**config.mk**
```make
export PLATFORM = sky130hd
export DESIGN_NAME = timer_divisor_search
export DESIGN_NICKNAME = d
export VERILOG_FILES = /design/src/rtl/tds_pkg.sv /design/src/rtl/timer_divisor_search.sv
export SDC_FILE = /design/constraint.sdc
export NUM_CORES = 2
export LEC_CHECK = 0
export BUFFER_PORTS_ARGS = -buffer_cell sky130_fd_sc_hd__buf_2
export CAP_MARGIN = 10
export CORE_MARGIN = 4
export CORE_UTILIZATION = 35
export DETAILED_ROUTE_END_ITERATION = 10
export PLACE_DENSITY = 0.58
export SETUP_SLACK_MARGIN = 0.1
export SLEW_MARGIN = 15
export SYNTH_ARGS = -nofsm -noshare
export SYNTH_HDL_FRONTEND = slang
export SYNTH_SLANG_ARGS = --single-unit
```
**constraint.sdc**
```tcl
create_clock -name clk -period 10.02 [get_ports clk]
set_clock_uncertainty 0.05 [all_clocks]
set_input_delay 0.501 -clock clk [delete_from_list [all_inputs] [get_ports clk]]
set_output_delay 0.501 -clock clk [all_outputs]
set_load 0.02 [all_outputs]
```
**src/rtl/tds_pkg.sv**
```systemverilog
// shared types and constants for the timer divisor search block
// no dependencies

package tds_pkg;

  localparam int SRC_W      = 30;
  localparam int RATE_W     = 30;
  localparam int PRE_W      = 17;
  localparam int PRESC_W    = 16;
  localparam int RELOAD_W   = 16;
  localparam int ACH_W      = 30;
  localparam int STATUS_W   = 2;
  localparam int PROD_W     = RATE_W + PRE_W;
  localparam int CNT_W      = $clog2(SRC_W);
  localparam int PRE_LIMIT  = 65536;

  localparam int MAX_DIVISOR_DEF = 65536;
  localparam logic [SRC_W-1:0] SRC_RESET = 30'd100000000;

  localparam int CFG_ADDR_W = 3;
  localparam int CFG_DATA_W = 32;
  localparam logic REG_IDX_SRC_CLOCK = 1'b0;

  typedef enum logic [STATUS_W-1:0] {
    STAT_OK    = 2'd0,
    STAT_ZERO  = 2'd1,
    STAT_ABOVE = 2'd2
  } status_t;

  typedef enum logic [3:0] {
    S_IDLE,
    S_MUL1,
    S_DIV1,
    S_PRE,
    S_MUL2,
    S_DIV2,
    S_DVS,
    S_MUL3,
    S_DIV3,
    S_DONE
  } state_t;

endpackage

```
**src/rtl/timer_divisor_search.sv**
```systemverilog
// timer divisor search top level: sequencer, shared multiplier and restoring divider
// depends on tds_pkg
//
// usage:
//   input channel in_valid/in_ready carries one requested rollover rate per transaction.
//   output channel out_valid/out_ready returns prescaler, reload value, achieved rate
//   and status for each transaction, in order.
//   the apb port (psel, penable, pwrite, paddr, pwdata, prdata, pready) holds the
//   source clock register at byte address 0; pready is always high.
// sequencing:
//   a normal request runs from acceptance to out_valid through three passes
//   through one 30-step restoring divider, each preceded by a multiply on the shared
//   multiplier, plus two clamp states (S_PRE, S_DVS) and a result load in S_DONE.
//   a zero rate or a rate above the source clock goes straight to the result load.
//   one transaction is in work at a time, and a new one is taken only once the last
//   result is loaded; in_ready is high only when the sequencer is idle, which it may
//   be while a finished result still waits at the output.
// reset:
//   synchronous active-low rst_n empties the output and sets the source clock to
//   100000000 hz.
// stall:
//   a stalled receiver holds the result in the output register; a finished
//   computation waits in its last state until the output register is free.

module timer_divisor_search
  import tds_pkg::*;
#(
  parameter int MAX_DIVISOR = MAX_DIVISOR_DEF
) (
  input  logic                    clk,
  input  logic                    rst_n,

  input  logic                    in_valid,
  output logic                    in_ready,
  input  logic [RATE_W-1:0]       in_requested_rate_hz,

  output logic                    out_valid,
  input  logic                    out_ready,
  output logic [PRESC_W-1:0]      out_prescaler,
  output logic [RELOAD_W-1:0]     out_reload_value,
  output logic [ACH_W-1:0]        out_achieved_rate_hz,
  output logic [STATUS_W-1:0]     out_status,

  input  logic                    psel,
  input  logic                    penable,
  input  logic                    pwrite,
  input  logic [CFG_ADDR_W-1:0]   paddr,
  input  logic [CFG_DATA_W-1:0]   pwdata,
  output logic [CFG_DATA_W-1:0]   prdata,
  output logic                    pready
);

  localparam int DIV_W = $clog2(MAX_DIVISOR + 1);
  localparam logic [PRE_W-1:0] DIV_LIMIT_P1 = PRE_W'(MAX_DIVISOR + 1);

  state_t               state_r, state_nxt;
  status_t              status_r, status_nxt;
  logic [SRC_W-1:0]     src_r;
  logic [RATE_W-1:0]    rate_r, rate_nxt;
  logic [PROD_W-1:0]    prod_r, prod_nxt;
  logic [SRC_W-1:0]     rem_r, rem_nxt;
  logic [SRC_W-1:0]     quo_r, quo_nxt;
  logic [CNT_W-1:0]     cnt_r, cnt_nxt;
  logic [PRE_W-1:0]     pre_r, pre_nxt;
  logic [DIV_W-1:0]     div_r, div_nxt;

  logic                 out_valid_r, out_valid_nxt;
  logic [PRESC_W-1:0]   out_prescaler_r, out_prescaler_nxt;
  logic [RELOAD_W-1:0]  out_reload_r, out_reload_nxt;
  logic [ACH_W-1:0]     out_ach_r, out_ach_nxt;
  logic [STATUS_W-1:0]  out_status_r, out_status_nxt;

  logic [RATE_W-1:0]    mul_a;
  logic [PRE_W-1:0]     mul_b;
  logic [PROD_W-1:0]    mul_p;
  logic [SRC_W:0]       rem_sh;
  logic [PROD_W:0]      diff;
  logic                 ge;
  logic                 div_last;
  logic                 out_free;
  logic                 cfg_wr;

  assign pready   = 1'b1;
  assign cfg_wr   = psel && penable && pwrite && pready && (paddr[2] == REG_IDX_SRC_CLOCK);
  assign prdata   = (paddr[2] == REG_IDX_SRC_CLOCK) ? CFG_DATA_W'(src_r) : '0;

  assign in_ready = (state_r == S_IDLE);
  assign out_free = !out_valid_r || out_ready;
  assign div_last = (cnt_r == '0);

  // shared multiplier
  always_comb begin
    unique case (state_r)
      S_MUL1: begin
        mul_a = rate_r;
        mul_b = DIV_LIMIT_P1;
      end
      S_MUL2: begin
        mul_a = rate_r;
        mul_b = pre_r;
      end
      S_MUL3: begin
        mul_a = RATE_W'(pre_r);
        mul_b = PRE_W'(div_r);
      end
      default: begin
        mul_a = '0;
        mul_b = '0;
      end
    endcase
  end

  assign mul_p = mul_a * mul_b;

  // one restoring divider step on the source clock
  assign rem_sh = {rem_r, src_r[cnt_r]};
  assign diff   = (PROD_W + 1)'(rem_sh) - {1'b0, prod_r};
  assign ge     = !diff[PROD_W];

  // next state
  always_comb begin
    state_nxt = state_r;
    unique case (state_r)
      S_IDLE: begin
        if (in_valid) begin
          if ((in_requested_rate_hz == '0) || (in_requested_rate_hz > src_r)) begin
            state_nxt = S_DONE;
          end else begin
            state_nxt = S_MUL1;
          end
        end
      end
      S_MUL1: state_nxt = S_DIV1;
      S_DIV1: if (div_last) state_nxt = S_PRE;
      S_PRE:  state_nxt = S_MUL2;
      S_MUL2: state_nxt = S_DIV2;
      S_DIV2: if (div_last) state_nxt = S_DVS;
      S_DVS:  state_nxt = S_MUL3;
      S_MUL3: state_nxt = S_DIV3;
      S_DIV3: if (div_last) state_nxt = S_DONE;
      S_DONE: if (out_free) state_nxt = S_IDLE;
      default: state_nxt = S_IDLE;
    endcase
  end

  // datapath and outputs
  always_comb begin
    status_nxt        = status_r;
    rate_nxt          = rate_r;
    prod_nxt          = prod_r;
    rem_nxt           = rem_r;
    quo_nxt           = quo_r;
    cnt_nxt           = cnt_r;
    pre_nxt           = pre_r;
    div_nxt           = div_r;
    out_valid_nxt     = out_valid_r && !out_ready;
    out_prescaler_nxt = out_prescaler_r;
    out_reload_nxt    = out_reload_r;
    out_ach_nxt       = out_ach_r;
    out_status_nxt    = out_status_r;
    unique case (state_r) inside
      S_IDLE: begin
        if (in_valid) begin
          rate_nxt = in_requested_rate_hz;
          if (in_requested_rate_hz == '0) begin
            status_nxt = STAT_ZERO;
          end else if (in_requested_rate_hz > src_r) begin
            status_nxt = STAT_ABOVE;
          end else begin
            status_nxt = STAT_OK;
          end
        end
      end
      S_MUL1, S_MUL2, S_MUL3: begin
        prod_nxt = mul_p;
        rem_nxt  = '0;
        quo_nxt  = '0;
        cnt_nxt  = CNT_W'(SRC_W - 1);
      end
      S_DIV1, S_DIV2, S_DIV3: begin
        rem_nxt = ge ? diff[SRC_W-1:0] : rem_sh[SRC_W-1:0];
        quo_nxt = {quo_r[SRC_W-2:0], ge};
        cnt_nxt = cnt_r - CNT_W'(1);
      end
      S_PRE: begin
        if (quo_r >= SRC_W'(PRE_LIMIT - 1)) begin
          pre_nxt = PRE_W'(PRE_LIMIT);
        end else begin
          pre_nxt = PRE_W'(quo_r) + PRE_W'(1);
        end
      end
      S_DVS: begin
        if (quo_r > SRC_W'(MAX_DIVISOR)) begin
          div_nxt = DIV_W'(MAX_DIVISOR);
        end else if (quo_r == '0) begin
          div_nxt = DIV_W'(1);
        end else begin
          div_nxt = DIV_W'(quo_r);
        end
      end
      S_DONE: begin
        if (out_free) begin
          out_valid_nxt  = 1'b1;
          out_status_nxt = status_r;
          if (status_r == STAT_OK) begin
            out_prescaler_nxt = PRESC_W'(pre_r - PRE_W'(1));
            out_reload_nxt    = RELOAD_W'(div_r - DIV_W'(1));
            out_ach_nxt       = ACH_W'(quo_r);
          end else begin
            out_prescaler_nxt = '0;
            out_reload_nxt    = '0;
            out_ach_nxt       = '0;
          end
        end
      end
      default: begin
      end
    endcase
  end

  always_ff @(posedge clk) begin
    if (!rst_n) begin
      state_r     <= S_IDLE;
      out_valid_r <= 1'b0;
      src_r       <= SRC_RESET;
    end else begin
      state_r     <= state_nxt;
      out_valid_r <= out_valid_nxt;
      if (cfg_wr) begin
        src_r <= pwdata[SRC_W-1:0];
      end
    end
  end

  always_ff @(posedge clk) begin
    status_r        <= status_nxt;
    rate_r          <= rate_nxt;
    prod_r          <= prod_nxt;
    rem_r           <= rem_nxt;
    quo_r           <= quo_nxt;
    cnt_r           <= cnt_nxt;
    pre_r           <= pre_nxt;
    div_r           <= div_nxt;
    out_prescaler_r <= out_prescaler_nxt;
    out_reload_r    <= out_reload_nxt;
    out_ach_r       <= out_ach_nxt;
    out_status_r    <= out_status_nxt;
  end

  assign out_valid            = out_valid_r;
  assign out_prescaler        = out_prescaler_r;
  assign out_reload_value     = out_reload_r;
  assign out_achieved_rate_hz = out_ach_r;
  assign out_status           = out_status_r;

`ifndef ASSERT_OFF
  a_err_fields_zero: assert property (@(posedge clk) disable iff (!rst_n)
    (out_valid_r && (out_status_r != STAT_OK)) |->
      ((out_prescaler_r == '0) && (out_reload_r == '0) && (out_ach_r == '0)))
    else $error("error status with nonzero result fields");

  a_reload_range: assert property (@(posedge clk) disable iff (!rst_n)
    (out_valid_r && (out_status_r == STAT_OK)) |->
      (32'(out_reload_r) <= 32'(MAX_DIVISOR - 1)))
    else $error("reload value above divisor limit");

  a_zero_rate_short: assert property (@(posedge clk) disable iff (!rst_n)
    (in_valid && in_ready && (in_requested_rate_hz == '0)) |=>
      ((state_r == S_DONE) && (status_r == STAT_ZERO)))
    else $error("zero rate did not take the short path");

  a_rem_below_den: assert property (@(posedge clk) disable iff (!rst_n)
    ((state_r == S_DIV1) || (state_r == S_DIV2) || (state_r == S_DIV3)) |->
      (PROD_W'(rem_r) < prod_r))
    else $error("divider remainder not below denominator");
`endif

endmodule

```
==> summary.txt <==
Logic synthesis
  – Yosys top cell area share: 27.8%
  – Top cells by count, synth: 585 x inv_1, 441 x nand2_1, 420 x fa_1
  – Asr flop ratio synth: 0%
  – #FFs+latches synth: 277
  – Mapped Area: 0.0303 mm2
  – YS warnings: 0
  – Syn Area/Cell: approximately 9.4 um2
  – Largest area contributor in the netlist: fa_1
  – Post-Synthesis Cells: 3220
  – EDFF count, synth: 242
  – Ys flop type: edfxtp_1
  – Synth top area cells: fa_1 28%, edfxtp_1 24%, ha_1 7.7%
  – Sequential fraction of the synthesis area: 26.3%
  – Post-synth cell types: 75
  – Most frequent cell after synthesis: inv_1

Clock tree
  – Cts bufs inserted: 30
  – Worst-case clock buffer depth: 3
  – Clk slew on worst S/H paths: 0.07 ns
  – Clock Sinks: 277
  – Hold_buf cts: 0
  – Skew-Pair Late Insertion Delay: between 0.6 and 0.7 ns
  – CTS tree: built
  – Post-CTS Setup Bufs: 0
  – H-tree depth: 1
  – Cts repair resizes: 0
  – Root buf cell: clkbuf_16

Timing
  – F_max: 113 MHz
  – Final setup vio count: 0
  – Clock period minus final worst setup slack: 8.83 ns
  – Max-slew violations: 0
  – RSZ-0062 raised after global routing: false
  – Fin crit share: 88.1%
  – Final hold violation count: 0
  – Relative slew slack: 21.9%
  – Setup_tns: 0 ns
  – Worst slew pin tran: between 1 and 1.5 ns

Min path
  – Hold Path Origin: in_requested_rate_hz[29]
  – Depth of the worst hold-timing path: 1
  – Hold/Removal Path Class: in2reg
  – Worst hold path endpoint: rate_r[29]

Power
  – Pwr Total: 5.67 mW
  – P per Cell Area: about 170 mW/mm2
  – Max VDD drop: about 0.21 mV
  – Reg power frac: 34.1%
  – Clock Power Share: 22.2%
  – Switching Share: 42.1%
  – P_int: 3.28 mW
  – Comb pwr share: 43.7%
  – P_sw: ~2.4 mW
  – Leakage: ~15 nW

Final layout
  – Cell area after layout: 0.0334 mm2
  – Layout cell share with drive strength beyond 1: 8.99%
  – Fillers: 8632
  – Layout Nets: 3991
  – Area growth syn-to-layout: 10.4%
  – Antenna diodes: 0

Worst setup path
  – Critical Path RT: between 10 and 15 ns
  – R2r endpoint: prod_r[46]
  – Startpoint types: register
  – Crit path cell chain: nor2b_1 > and3_2 > buf_4 > a22o_1 > nand2_1 > fa_1 > inv_1 > fa_1 > fa_1 > fa_1 > fa_1 > inv_1 > fa_1 > inv_1 > ha_1 > a21oi_1 > o21ai_0 > a31oi_1 > o32ai_1 > a21oi_1 > a211o_1 > nor3_1 > a211oi_1
  – Origin of the critical flop-to-flop path: state_r[1]
  – Worst path slowest cell: o32ai_1
  – Reg2Reg Depth: 23
  – Crit end category: register
  – Max stage delay on crit path: 0.77 ns
  – Reg2Reg Setup Slack: between 1 and 1.5 ns
  – Crit-path max FO: 47
  – WP data arrival: around 9 ns
  – Kind of critical path: reg2reg
  – Most frequent CP cell: fa_1

GRT
  – Largest net degree at the start of global routing: 65
  – Vias in the first global route: between 20000 and 25000
  – GRT overflow: 0
  – Gr usage total: 18.4%
  – Initial antenna violation count: 1
  – First-pass GRT wire length: 131 mm

Floorplanning
  – IO Pins: 171
  – Initial core utilization: 35.4%
  – Std cell rows: 107
  – Area of the core: 0.0854 mm2
  – Die width: ~300 um
  – DIE AREA: between 0.09 and 0.1 mm2
  – Die height: 302 um

Routing
  – Routed WL: 83.3 mm
  – Pre-antenna DRT Iters: 7
  – Via count: 22304
  – Met2 wire length: 38.8 mm
  – Vias/cell: 4.98
  – Met3 routed WL: about 6.2 mm
  – Drt initial violations: 1535
  – Top Metal Used: met4
  – Routed length per placed instance: roughly 19 um
  – M1 wire length: roughly 36 mm
  – ANT nets after route: 0
  – Remaining DRCs: 0

Placed design
  – Post-detailed-placement half-perimeter wirelength: 65.0 mm
  – I/O Buffers: around 160
  – GPL Wtd Cong: 0.891
  – Placed inst area: 0.0323 mm2

Flow run
  – Maxcap violations: 0

Status
  – Outcome: finished clean
## state kept, by name, indices dropped and copies added (netlist names)
register and flops:
prod_r 47, out_achieved_rate_hz 30, quo_r 30, rate_r 30, rem_r 30, src_r 30
div_r 17, pre_r 17, out_prescaler 16, out_reload_value 16, cnt_r 5, state_r 4
out_status 2, status_r 2, out_valid 1
## layout by cell type (no fill, tap or decap), drive strengths merged, types with 47 or more instances in the layout
cell    count
nand2     441
nor2      351
a21o       47
buf       214
o21ai      56
edfxtp    242
and2       80
xnor2      66
ha        187
fa        420
inv       585
a21oi      88
## worst max-delay path: cells and delay by family, from the launching register on
kind / cells / cell delay, ns
buf+inv: 4 / 0.51
compound gates: 8 / 2.52
fa+ha+maj: 7 / 3.55
flops: 1 / 0.57
simple gates: 4 / 1.34
## per-layer routing
layer | vias up | track usage [%]
li1 | 10434 | -
met1 | 11007 | 25.0
met2 | 750 | 30.5
met3 | 113 | 3.61
met4 | 0 | 4.14
met5 | - | 0
## cells by family after synthesis
family | synth area share [%]
buf+inv | 9.36
flops | 26.3
simple gates | 15.8
other cells | 0.0248
compound gates | 8.89
mux | 1.43
xor+xnor | 2.66
fa+ha+maj | 35.5
## stage by stage
step                      std cells  hold slack, ns  utilization, %  worst slack (ns)
final                          4480          0.0480            39.1              1.19
after global routing           4480          0.0300            39.1             0.636
after CTS                      4480          0.0147            39.1              1.26
after detailed placement       4424           0.422            37.8              1.29
after global placement         4424           0.418            37.8              1.31
after floorplan                3221           0.392               -              2.68
## power by group through the flow
stage               sequential, mW  combinational [mW]  clock (mW)
floorplan                     1.86                1.75           0
global placement              1.95                2.45           0
detailed placement            1.95                2.47           0
CTS                           1.93                2.48        1.29
global route                  1.97                2.74        1.33
finish                        1.94                2.48        1.26
## worst max-delay path by stage
stage / startpoint / endpoint / slack (ns) / depth (start not counted)
floorplan: state_r[0] / prod_r[46] / 2.68 / 28
global placement: state_r[1] / prod_r[46] / 1.31 / 24
detailed placement: state_r[1] / prod_r[46] / 1.29 / 24
CTS: state_r[1] / prod_r[46] / 1.26 / 24
global route: state_r[1] / prod_r[46] / 0.64 / 23
finish: state_r[1] / prod_r[46] / 1.19 / 23
## final cells by class
class / count / area [um2] / area share (%)
timing repair buffer: 214 / 1200 / 3.59
inverter: 585 / 2200 / 6.57
sequential: 277 / 7970 / 23.9
multi-input combinational: 2204 / 19500 / 58.4
clock buffer: 33 / 762 / 2.28
clock inverter: 23 / 345 / 1.03
tap: 1144 / 1430 / 4.29
No activity file was read; power rests on OpenSTA's default activity.
